<file path="config.mk">
export PLATFORM = sky130hd
export DESIGN_NAME = two_button_debounce_long_press_flat
export DESIGN_NICKNAME = d
export VERILOG_FILES = /design/src/rtl/core/tbd_pkg.sv /design/src/rtl/core/tbd_channels_if.sv /design/src/rtl/core/two_button_debounce_long_press.sv /design/src/rtl/core/tbd_button.sv /design/src/flat_wrapper.sv
export SDC_FILE = /design/constraint.sdc
export NUM_CORES = 1
export LEC_CHECK = 0
export BUFFER_PORTS_ARGS = -buffer_cell sky130_fd_sc_hd__clkbuf_2
export CELL_PAD_IN_SITES_DETAIL_PLACEMENT = 1
export CELL_PAD_IN_SITES_GLOBAL_PLACEMENT = 1
export CORE_UTILIZATION = 52
export CTS_BUF_LIST = sky130_fd_sc_hd__clkbuf_8
export DETAILED_ROUTE_END_ITERATION = 8
export PLACE_DENSITY_LB_ADDON = 0.08
export SYNTH_ARGS = -nofsm -noshare
export SYNTH_HDL_FRONTEND = slang
export SYNTH_SLANG_ARGS = --single-unit
</file>
<file path="constraint.sdc">
create_clock -name clk -period 9.5 [get_ports clk]
set_clock_uncertainty 0.05 [all_clocks]
set_input_delay 1.9 -clock clk [delete_from_list [all_inputs] [get_ports clk]]
set_output_delay 1.9 -clock clk [all_outputs]
set_load 0.03 [all_outputs]
</file>
<file path="src/rtl/core/tbd_pkg.sv">
// Shared types and constants for the two-button debouncer with long-press detection.
// Used by the channel interfaces, the per-button unit and the top level.
package tbd_pkg;

  localparam int PollStepWidth    = 8;
  localparam int LongPressWidth   = 16;
  localparam int DebounceWidth    = 4;
  localparam int HoldWidthDefault = 16;

  localparam int CfgIndexWidth = 2;
  localparam int CfgDataWidth  = 16;

  localparam logic [PollStepWidth-1:0]  PollStepReset  = 8'd30;
  localparam logic [LongPressWidth-1:0] LongPressReset = 16'd1000;
  localparam logic [DebounceWidth-1:0]  DebounceReset  = 4'd3;

  localparam logic [CfgIndexWidth-1:0] RegPollStep  = 2'd0;
  localparam logic [CfgIndexWidth-1:0] RegLongPress = 2'd1;
  localparam logic [CfgIndexWidth-1:0] RegDebounce  = 2'd2;

  typedef enum logic [1:0] {
    EVT_NONE  = 2'd0,
    EVT_SHORT = 2'd1,
    EVT_LONG  = 2'd2
  } event_t;

  typedef struct packed {
    logic [PollStepWidth-1:0]  poll_step_ms;
    logic [LongPressWidth-1:0] long_limit_ms;
    logic [DebounceWidth-1:0]  debounce_samples;
  } cfg_t;

endpackage

</file>
<file path="src/rtl/core/tbd_channels_if.sv">
// Valid/ready channel interfaces for the debouncer: poll samples, events, register writes.
// Depends on tbd_pkg for field widths.
interface tbd_sample_if;
  logic valid;
  logic ready;
  logic key_raw;
  logic boot_raw;

  modport source (output valid, key_raw, boot_raw, input ready);
  modport sink (input valid, key_raw, boot_raw, output ready);
endinterface

interface tbd_result_if;
  logic       valid;
  logic       ready;
  logic [1:0] key_event;
  logic [1:0] boot_event;

  modport source (output valid, key_event, boot_event, input ready);
  modport sink (input valid, key_event, boot_event, output ready);
endinterface

interface tbd_cfg_if;
  logic                              valid;
  logic                              ready;
  logic [tbd_pkg::CfgIndexWidth-1:0] index;
  logic [tbd_pkg::CfgDataWidth-1:0]  data;

  modport source (output valid, index, data, input ready);
  modport sink (input valid, index, data, output ready);
endinterface

</file>
<file path="src/rtl/core/two_button_debounce_long_press.sv">
// Top level of the two-button debouncer with short and long press events.
// Depends on tbd_pkg, the channel interfaces in tbd_channels_if and tbd_button.
//
//   channel  | dir | transaction carries
//   ---------+-----+--------------------------------------------
//   sample   | in  | key_raw, boot_raw: one poll tick
//   result   | out | key_event, boot_event: one per poll tick
//   cfg      | in  | index, data: register write, always ready
//
// One poll tick is taken per clock while sample.ready is high; its events are
// registered in the head entry, or in the skid entry while the head is held.
// Reset (rst, synchronous) clears all button state and loads register defaults.
// A two-entry output buffer keeps sample.ready high while the result side stalls
// until the skid entry fills; ready drops only while both entries are full.
module two_button_debounce_long_press #(
  parameter int HOLD_WIDTH = tbd_pkg::HoldWidthDefault
) (
  input logic          clk,
  input logic          rst,
  tbd_sample_if.sink   sample,
  tbd_result_if.source result,
  tbd_cfg_if.sink      cfg
);

  // Configuration registers.
  tbd_pkg::cfg_t cfg_regs;

  // Output buffer: head entry drives the port, skid entry catches one more.
  logic            out_valid;
  tbd_pkg::event_t out_key;
  tbd_pkg::event_t out_boot;
  logic            skid_valid;
  tbd_pkg::event_t skid_key;
  tbd_pkg::event_t skid_boot;

  logic            accept;
  logic            pop;
  tbd_pkg::event_t key_evt;
  tbd_pkg::event_t boot_evt;

  assign cfg.ready = 1'b1;

  // Write the addressed register; drop writes beyond the register list.
  always_ff @(posedge clk) begin
    if (rst) begin
      cfg_regs.poll_step_ms     <= tbd_pkg::PollStepReset;
      cfg_regs.long_limit_ms    <= tbd_pkg::LongPressReset;
      cfg_regs.debounce_samples <= tbd_pkg::DebounceReset;
    end else if (cfg.valid) begin
      unique case (cfg.index)
        tbd_pkg::RegPollStep: begin
          cfg_regs.poll_step_ms <= cfg.data[tbd_pkg::PollStepWidth-1:0];
        end
        tbd_pkg::RegLongPress: begin
          cfg_regs.long_limit_ms <= cfg.data[tbd_pkg::LongPressWidth-1:0];
        end
        tbd_pkg::RegDebounce: begin
          cfg_regs.debounce_samples <= cfg.data[tbd_pkg::DebounceWidth-1:0];
        end
        default: begin
        end
      endcase
    end
  end

  // Accept a sample whenever the skid entry is free.
  assign sample.ready = !skid_valid;
  assign accept       = sample.valid && sample.ready;
  assign pop          = out_valid && result.ready;

  // Each button advances its state only on an accepted sample.
  tbd_button #(
    .HOLD_WIDTH (HOLD_WIDTH)
  ) u_key (
    .clk     (clk),
    .rst     (rst),
    .advance (accept),
    .raw     (sample.key_raw),
    .cfg     (cfg_regs),
    .evt     (key_evt)
  );

  tbd_button #(
    .HOLD_WIDTH (HOLD_WIDTH)
  ) u_boot (
    .clk     (clk),
    .rst     (rst),
    .advance (accept),
    .raw     (sample.boot_raw),
    .cfg     (cfg_regs),
    .evt     (boot_evt)
  );

  // Output buffer control: refill the head from the skid entry first, to keep order.
  always_ff @(posedge clk) begin
    if (rst) begin
      out_valid  <= 1'b0;
      skid_valid <= 1'b0;
    end else if (pop) begin
      if (skid_valid) begin
        out_valid  <= 1'b1;
        skid_valid <= 1'b0;
      end else begin
        out_valid <= accept;
      end
    end else if (accept) begin
      if (out_valid) begin
        skid_valid <= 1'b1;
      end else begin
        out_valid <= 1'b1;
      end
    end
  end

  // Payload of the buffer entries; no reset needed.
  always_ff @(posedge clk) begin
    if (pop && skid_valid) begin
      out_key  <= skid_key;
      out_boot <= skid_boot;
    end else if (accept && (pop || !out_valid)) begin
      out_key  <= key_evt;
      out_boot <= boot_evt;
    end
    if (accept && out_valid && !pop) begin
      skid_key  <= key_evt;
      skid_boot <= boot_evt;
    end
  end

  assign result.valid      = out_valid;
  assign result.key_event  = out_key;
  assign result.boot_event = out_boot;

endmodule

</file>
<file path="src/rtl/core/tbd_button.sv">
// Debounce and press-length tracking for one button.
// Depends on tbd_pkg for the config struct and the event codes.
module tbd_button #(
  parameter int HOLD_WIDTH = tbd_pkg::HoldWidthDefault
) (
  input  logic            clk,
  input  logic            rst,
  input  logic            advance,
  input  logic            raw,
  input  tbd_pkg::cfg_t   cfg,
  output tbd_pkg::event_t evt
);

  localparam int CmpWidth = (HOLD_WIDTH > tbd_pkg::LongPressWidth) ?
                            HOLD_WIDTH : tbd_pkg::LongPressWidth;

  logic                              last_raw, last_raw_next;
  logic [tbd_pkg::DebounceWidth-1:0] stable_count, stable_count_next;
  logic                              debounced, debounced_next;
  logic [HOLD_WIDTH-1:0]             hold_time, hold_time_next;
  logic                              long_done, long_done_next;

  logic [tbd_pkg::DebounceWidth-1:0] thr;
  logic                              flipped;
  logic [HOLD_WIDTH:0]               hold_sum;
  logic [HOLD_WIDTH-1:0]             hold_sat;

  always_comb begin
    thr = (cfg.debounce_samples == '0) ? tbd_pkg::DebounceWidth'(1) : cfg.debounce_samples;
    last_raw_next     = last_raw;
    stable_count_next = stable_count;
    flipped           = 1'b0;
    if (raw != last_raw) begin
      last_raw_next     = raw;
      stable_count_next = tbd_pkg::DebounceWidth'(1);
    end else begin
      stable_count_next = (stable_count < thr) ? stable_count + 1'b1 : thr;
      flipped           = (stable_count_next >= thr) && (debounced != raw);
    end
    debounced_next = flipped ? raw : debounced;

    // Saturate the hold time at its all-ones value.
    hold_sum = {1'b0, hold_time}
             + {{(HOLD_WIDTH + 1 - tbd_pkg::PollStepWidth){1'b0}}, cfg.poll_step_ms};
    hold_sat = hold_sum[HOLD_WIDTH] ? '1 : hold_sum[HOLD_WIDTH-1:0];

    hold_time_next = hold_time;
    long_done_next = long_done;
    evt            = tbd_pkg::EVT_NONE;
    if (debounced_next) begin
      hold_time_next = hold_sat;
      if (!long_done && (CmpWidth'(hold_sat) >= CmpWidth'(cfg.long_limit_ms))) begin
        long_done_next = 1'b1;
        evt            = tbd_pkg::EVT_LONG;
      end
    end else if (flipped) begin
      evt            = long_done ? tbd_pkg::EVT_NONE : tbd_pkg::EVT_SHORT;
      hold_time_next = '0;
      long_done_next = 1'b0;
    end
  end

  always_ff @(posedge clk) begin
    if (rst) begin
      last_raw     <= 1'b0;
      stable_count <= '0;
      debounced    <= 1'b0;
      hold_time    <= '0;
      long_done    <= 1'b0;
    end else if (advance) begin
      last_raw     <= last_raw_next;
      stable_count <= stable_count_next;
      debounced    <= debounced_next;
      hold_time    <= hold_time_next;
      long_done    <= long_done_next;
    end
  end

endmodule
</file>
<file path="src/flat_wrapper.sv">
// flat-port wrapper written by rule: the top's interface ports become plain ports
module two_button_debounce_long_press_flat 
#(
  parameter int HOLD_WIDTH = tbd_pkg::HoldWidthDefault
)
  (clk, rst, sample_valid, sample_key_raw, sample_boot_raw, sample_ready, result_valid, result_key_event, result_boot_event, result_ready, cfg_valid, cfg_index, cfg_data, cfg_ready);
  tbd_sample_if sample_i ();
  tbd_result_if result_i ();
  tbd_cfg_if cfg_i ();
  input logic clk;
  input logic rst;
  input wire logic [$bits(sample_i.valid)-1:0] sample_valid;
  input wire logic [$bits(sample_i.key_raw)-1:0] sample_key_raw;
  input wire logic [$bits(sample_i.boot_raw)-1:0] sample_boot_raw;
  output wire logic [$bits(sample_i.ready)-1:0] sample_ready;
  output wire logic [$bits(result_i.valid)-1:0] result_valid;
  output wire logic [$bits(result_i.key_event)-1:0] result_key_event;
  output wire logic [$bits(result_i.boot_event)-1:0] result_boot_event;
  input wire logic [$bits(result_i.ready)-1:0] result_ready;
  input wire logic [$bits(cfg_i.valid)-1:0] cfg_valid;
  input wire logic [$bits(cfg_i.index)-1:0] cfg_index;
  input wire logic [$bits(cfg_i.data)-1:0] cfg_data;
  output wire logic [$bits(cfg_i.ready)-1:0] cfg_ready;
  assign sample_i.valid = sample_valid;
  assign sample_i.key_raw = sample_key_raw;
  assign sample_i.boot_raw = sample_boot_raw;
  assign sample_ready = sample_i.ready;
  assign result_valid = result_i.valid;
  assign result_key_event = result_i.key_event;
  assign result_boot_event = result_i.boot_event;
  assign result_i.ready = result_ready;
  assign cfg_i.valid = cfg_valid;
  assign cfg_i.index = cfg_index;
  assign cfg_i.data = cfg_data;
  assign cfg_ready = cfg_i.ready;
  two_button_debounce_long_press #(.HOLD_WIDTH(HOLD_WIDTH)) u_core (.clk(clk), .rst(rst), .sample(sample_i), .result(result_i), .cfg(cfg_i));
endmodule
</file>
After elaboration in Yosys (flattened, before gate mapping)
Index checks and enable logic that the tools add are counted.

Register bits: 84. Bits in latches: 0. Bits in writable memories: 0. ROM bits: 0. Word-level logic and storage cells: 106. Memories kept: 0.

Add/subtract/negate cells: 4. Multipliers: 0. Div/mod/pow operators: 0. Order comparisons: 6. Equality and inequality tests: 8. Shift operators: 0. Multiplexer cells: 36. Bitwise gates (word level): 0. Reduce and logical (&&, ||, !) cells: 33.

Operators with widths (number): 2-to-1 mux 16 bit (6); adder 16 x 8 -> 17 bit (2); >= comparator 16 bit (2); 2-to-1 mux 4 bit (5); 2-to-1 mux 1 bit (17); 2-to-1 mux 2 bit (8); AND reduction 2 bit (8); logical AND 1 bit (10); adder 4 x 1 -> 4 bit, second input constant (2); >= comparator 4 bit (2); < comparator 4 bit (2); nonzero test 2 bit (4); AND reduction 3 bit (2); logical NOT 1 bit (5); logical NOT 4 bit (1); inequality test 1 bit (4); inequality test 2 x 1 -> 1 bit, second input constant (2); equality test 2 x 1 -> 1 bit, second input constant (1); equality test 2 bit, second input constant (1); logical NOT 2 bit (1); OR reduction 2 bit (1); logical OR 1 bit (1).

Depth between registers and ports, before layout
Depth after elaboration: 11. Depth in mapped cells: 14. Depth with buffers taken out: 14.

By module
A second synthesis with hierarchy kept.

Cells, all modules: 672. Area total of the unflattened synthesis: 5665.4 µm².

By module, submodules not included: tbd_button (times used 2, cells an instance 263, area an instance 2117.0 µm²); two_button_debounce_long_press (times used 1, cells an instance 146, area an instance 1431.4 µm²).

Worst setup path after synthesis
OpenSTA, ideal clock, no wires.

Path type: register -> register. From: register u_core.u_boot.hold_time[0]. To: register u_core.out_boot[1], in the netlist u_core.result.boot_event[1] (data pin). Library setup time: 264 ps. Data arrival time: 3227 ps. Data required time: 9186 ps. Slack: 5959 ps. Cell stages (with the launch flop): 15. Buffers on the path: 0. Period minus slack after synthesis: 3541 ps. Cell sequence: dfxtp_1 ha_1 fa_1 a211oi_1 o21ai_1 o21ai_1 nor2_1 or2_2 ha_1 a211o_1 a21oi_1 o31ai_1 a211o_1 o21ai_0 o41ai_1.

Cells in the longest elaborated chain, start to end: 8.

RTL lines: from (decl) (line tbd_button.sv:20) `logic [HOLD_WIDTH-1:0] hold_time, hold_time_next;`; from (signal assigned) (line tbd_button.sv:74) `hold_time <= hold_time_next;`; adder 16 x 8 -> 17 bit (line tbd_button.sv:44) `+ {{(HOLD_WIDTH + 1 - tbd_pkg::PollStepWidth){1'b0}}, cfg.poll_step_ms};`; 2-to-1 mux 16 bit (line tbd_button.sv:45) `hold_sat = hold_sum[HOLD_WIDTH] ? '1 : hold_sum[HOLD_WIDTH-1:0];`; >= comparator 16 bit (line tbd_button.sv:52) `if (!long_done && (CmpWidth'(hold_sat) >= CmpWidth'(cfg.long_limit_ms))) begin`; logical AND 1 bit (line tbd_button.sv:52); 2-to-1 mux 2 bit (line tbd_button.sv:52); 2-to-1 mux 2 bit (line tbd_button.sv:50) `if (debounced_next) begin`; 2-to-1 mux 2 bit (line two_button_debounce_long_press.sv:120) `end else if (accept && (pop || !out_valid)) begin`; 2-to-1 mux 2 bit (line two_button_debounce_long_press.sv:117) `if (pop && skid_valid) begin`; to (signal assigned) (line two_button_debounce_long_press.sv:119) `out_boot <= skid_boot;`; to (signal assigned) (line two_button_debounce_long_press.sv:122) `out_boot <= boot_evt;`; to (decl) (line two_button_debounce_long_press.sv:31) `tbd_pkg::event_t out_boot;`.

No other way between the ends. The select of a mux whose other input is x is not followed. A chain may end at the register's enable or synchronous reset.

Final worst setup path
From: register u_core.cfg_regs[20] in the netlist's numbering. To: register u_core.out_key[1], in the netlist u_core.result.key_event[1] (data pin).

Cells in the longest elaborated chain, start to end: 8.

RTL lines: from (decl) (line two_button_debounce_long_press.sv:26) `tbd_pkg::cfg_t cfg_regs;`; adder 16 x 8 -> 17 bit (line tbd_button.sv:44); 2-to-1 mux 16 bit (line tbd_button.sv:45); >= comparator 16 bit (line tbd_button.sv:52); logical AND 1 bit (line tbd_button.sv:52); 2-to-1 mux 2 bit (line tbd_button.sv:52); 2-to-1 mux 2 bit (line tbd_button.sv:50); named net u_core.key_evt[1] (line two_button_debounce_long_press.sv:38) `tbd_pkg::event_t key_evt;`; 2-to-1 mux 2 bit (line two_button_debounce_long_press.sv:120); 2-to-1 mux 2 bit (line two_button_debounce_long_press.sv:117); to (signal assigned) (line two_button_debounce_long_press.sv:118) `out_key <= skid_key;`; to (signal assigned) (line two_button_debounce_long_press.sv:121) `out_key <= key_evt;`; to (decl) (line two_button_debounce_long_press.sv:30) `tbd_pkg::event_t out_key;`.

The timed path passes the listed nets, and every way through them passes these cells. The select of a mux whose other input is x is not followed.

==> results.md <==
- Num rows: 37
- Area grow syn2layout: 7.33%
- Max clock buf depth: 2
- Vias per inst: ~6.2
- Lkg Pwr: ~0.0026 uW
- Die Span Y: around 110 um
- First drt pass iteration count: 4
- Ant. Diodes: 0
- Post-synth top area share: 0.268
- Outcome: complete, no violations
- Starting Density: 0.542
- Drt initial violations: ~250
- Initial antenna violation count: 0
- Average wire per standard cell: slightly below 20 um
- CTS Buf Count: 9
- Worst EP required: 9.58 ns
- Mapped Cells: ~670
- Core area: about 10000 um2
- Final Max Slew Viols: 0
- Vias in the first global route: ~5.4k
- Num ports: 32
- CP arrival: between 4 and 5 ns
- Worst setup SP type: register
- Global placement routability congestion: 0.882
- Post-Route Utilization: 0.582
- Die X: about 110 um
- Fin crit share: 0.448
- Reg2Reg Depth: 13
- CP Capture Type: register
- Hold WC Path Type: register to register
- Crit Path Max Fanout: 16
- First-pass GRT wire length: roughly 27 mm
- Worst IR Drop VDD: roughly 0.000068 V
- CP cell instances: ha_1, fa_1, a211oi_1, o21ai_2, o211ai_2, nand2_1, ha_1, a211oi_1, o21ai_0, a221oi_1, o21ai_0, and3b_1, mux2_2
- R2R Setup Slk: ~5.2 ns
- H-tree lvl count: 3
- Seq/Total Area, Yosys: 0.311
- Max cap viols: 0
- Via Count: 5146
- Port Buffers: 30
- Cell Area, Synth: ~5700 um2
- Top_reg_cell synth: dfxtp_1
- Die area: around 11000 um2
- Critical path's slowest cell: o211ai_2
- Synth top area cells: dfxtp_1, ha_1, nand2_1
- Hpwl dp: between 10 and 15 mm
- Ys async rst share: 0
- Synth cell types: a little under 70
- Area leader, netlist: dfxtp_1
- CTS root buffer: clkbuf_8
- Power Dens Cells: around 120 nW/um2
- Avg Inst Size Synth: about 8.5 um2
- # nets final: around 800
- Unrepaired setup endpoints after global routing: false
- Post-CTS resize count: 0
- Final hold violation count: 0
- Largest net degree at the start of global routing: 50
- Critical path startpoint: u_core.cfg_regs[20]$_SDFFE_PP0P_
- Layout cells sized above 1: 0.120
- Critical path type: register to register
- Rel. slew slack: 0.346
- Worst setup path endpoint: u_core.result.key_event[1]$_DFFE_PP_
- Fmax: 0.235 GHz
- Number of synthesized flops with an enable pin: 8
- Hold-fix buffers, CTS: 0
- Drt total wl: about 16 mm
- #FFs+latches synth: between 80 and 90
- Clk Latency, worst-skew pair: about 0.37 ns
- CTS sink count: 84
- Largest stage delay on the critical path: around 0.55 ns
- Post-route ant nets: 0
- Clock transition at path regs: about 0.10 ns
- Post-CTS setup buffers: 0
- Congestion Overflow GR: 0
- Total power: about 720 uW
- Final setup fails: 0
- Post-synthesis net count: 757
- Yosys warns: 0
- Gr usage total: 0.308
- Min Tclk post-route: 4.25 ns
- Critical R2R Capture: u_core.result.key_event[1]$_DFFE_PP_
- Worst r2r src: u_core.cfg_regs[20]$_SDFFE_PP0P_
- Min-Delay Path Depth: 2
- Measured slew at the worst slew-check pin: about 1 ns
- CTS tree: done
- Setup TNS: 0 ns
- DRC Markers: 0
==> worst max-delay path, delay by kind of cell (launching register included) <==
kind            cells  cell delay [ns]
flops               1             0.35
mux                 1             0.25
simple gates        2             0.39
compound gates      7             2.01
fa+ha+maj           3             0.96
==> flip-flops by register name, indices dropped and copies added, names as in the netlist <==
signal	count
u_core.u_boot.hold_time	16
u_core.cfg_regs	28
u_core.u_boot.last_raw	1
u_core.skid_key	2
u_core.u_boot.long_done	1
u_core.skid_valid	1
u_core.u_key.last_raw	1
u_core.result.key_event	2
u_core.u_boot.stable_count	4
u_core.u_key.stable_count	4
u_core.result.valid	1
u_core.u_key.long_done	1
u_core.skid_boot	2
u_core.u_key.debounced	1
u_core.u_boot.debounced	1
u_core.result.boot_event	2
u_core.u_key.hold_time	16
==> cells by family (layout without fill, tap and decap cells) <==
kind of cell             Yosys count  count (layout)  synth area share
buffers and inverters             51              78            0.0382
AND/OR/NAND/NOR                  225             225             0.188
AO/OA/AOI/OAI                    187             187             0.226
adder cells (fa/ha/maj)           66              66             0.148
multiplexers                      27              27            0.0499
XOR/XNOR                          25              25            0.0386
flip-flops                        84              84             0.311
other                              1               1          0.000661
==> worst min-delay path by stage <==
stage,start,slack [ns],endpoint
global placement,u_core.u_key.hold_time[0]$_SDFFE_PP0P_,0.39,u_core.u_key.hold_time[0]$_SDFFE_PP0P_
CTS,u_core.cfg_regs[19]$_SDFFE_PP0P_,0.41,u_core.cfg_regs[19]$_SDFFE_PP0P_
detailed placement,u_core.cfg_regs[8]$_SDFFE_PP0P_,0.40,u_core.cfg_regs[8]$_SDFFE_PP0P_
finish,u_core.cfg_regs[19]$_SDFFE_PP0P_,0.41,u_core.cfg_regs[19]$_SDFFE_PP0P_
floorplan,u_core.u_key.hold_time[5]$_SDFFE_PP0P_,0.39,u_core.u_key.hold_time[5]$_SDFFE_PP0P_
global route,u_core.cfg_regs[19]$_SDFFE_PP0P_,0.43,u_core.cfg_regs[19]$_SDFFE_PP0P_
==> Yosys cell counts (3+ instances only) <==
library cell	number
a211o_1	4
a211oi_1	6
a21o_1	10
a21oi_1	56
a21oi_2	4
a22oi_1	11
a31oi_1	6
a32o_1	5
and3_1	8
buf_1	4
buf_2	5
clkbuf_1	11
dfxtp_1	76
edfxtp_1	8
ha_1	64
inv_1	28
mux2_2	10
mux2i_1	17
nand2_1	95
nand2b_1	13
nand3_1	14
nand4_1	6
nor2_1	46
nor2b_1	8
nor3_1	11
nor3_2	3
o211ai_1	13
o21a_1	8
o21ai_0	24
o21ai_1	3
o21bai_1	3
o311a_1	4
o31ai_1	5
or2_2	4
or4_1	3
xnor2_1	11
xor2_1	14
==> cell usage in the layout, fill, tap and decap left out, drive strengths merged, types with 5 or more instances in the layout <==
master  synthesis  layout
clkbuf         11      39
nand3          14      14
edfxtp          8       8
a22oi          11      11
xor2           14      14
nand4           6       6
dfxtp          76      76
a21oi          60      60
o211ai         15      15
nor3           14      14
nand2          96      96
and3            8       8
a21o           10      10
clkinv          0       5
xnor2          11      11
a31oi           6       6
o21a            8       8
nand2b         13      13
inv            28      29
nor2           46      46
nor2b           8       8
o31ai           5       5
a211oi          6       6
mux2           10      10
mux2i          17      17
o21ai          29      29
a32o            5       5
ha             64      64
==> layout make-up <==
| type | instances | area [um2] |
|---|---|---|
| clock buffer | 9 | 124 |
| sequential | 84 | 1760 |
| clock inverter | 7 | 52.6 |
| timing repair buffer | 34 | 180 |
| fill | 1289 | 4380 |
| tap | 136 | 170 |
| inverter | 28 | 105 |
| multi-input combinational | 531 | 3690 |
==> layer usage <==
metal  vias up  GRT usage  part of all wire
met1      2520      0.369              0.43
met2       113      0.538              0.50
met4         0      0.132             0.035
li1       2472          -                 -
met3        41     0.0533             0.033
met5         -          0                 0
==> metrics by stage <==
stage               std cells  area, um2  hold WS (ns)  setup slack (ns)
finish                    829       6080         0.408              5.25
floorplan                 666       5670         0.386              5.96
CTS                       829       6080         0.413              5.29
global route              829       6080         0.430              4.98
global placement          813       5910         0.394              5.56
detailed placement        813       5910         0.399              5.32
==> power breakdown <==
part | internal (uW) | switching (uW)
combinational | 40.7 | 69.0
sequential | 366 | 8.77
clock | 96.3 | 141
(Power assumes the default switching activity.)
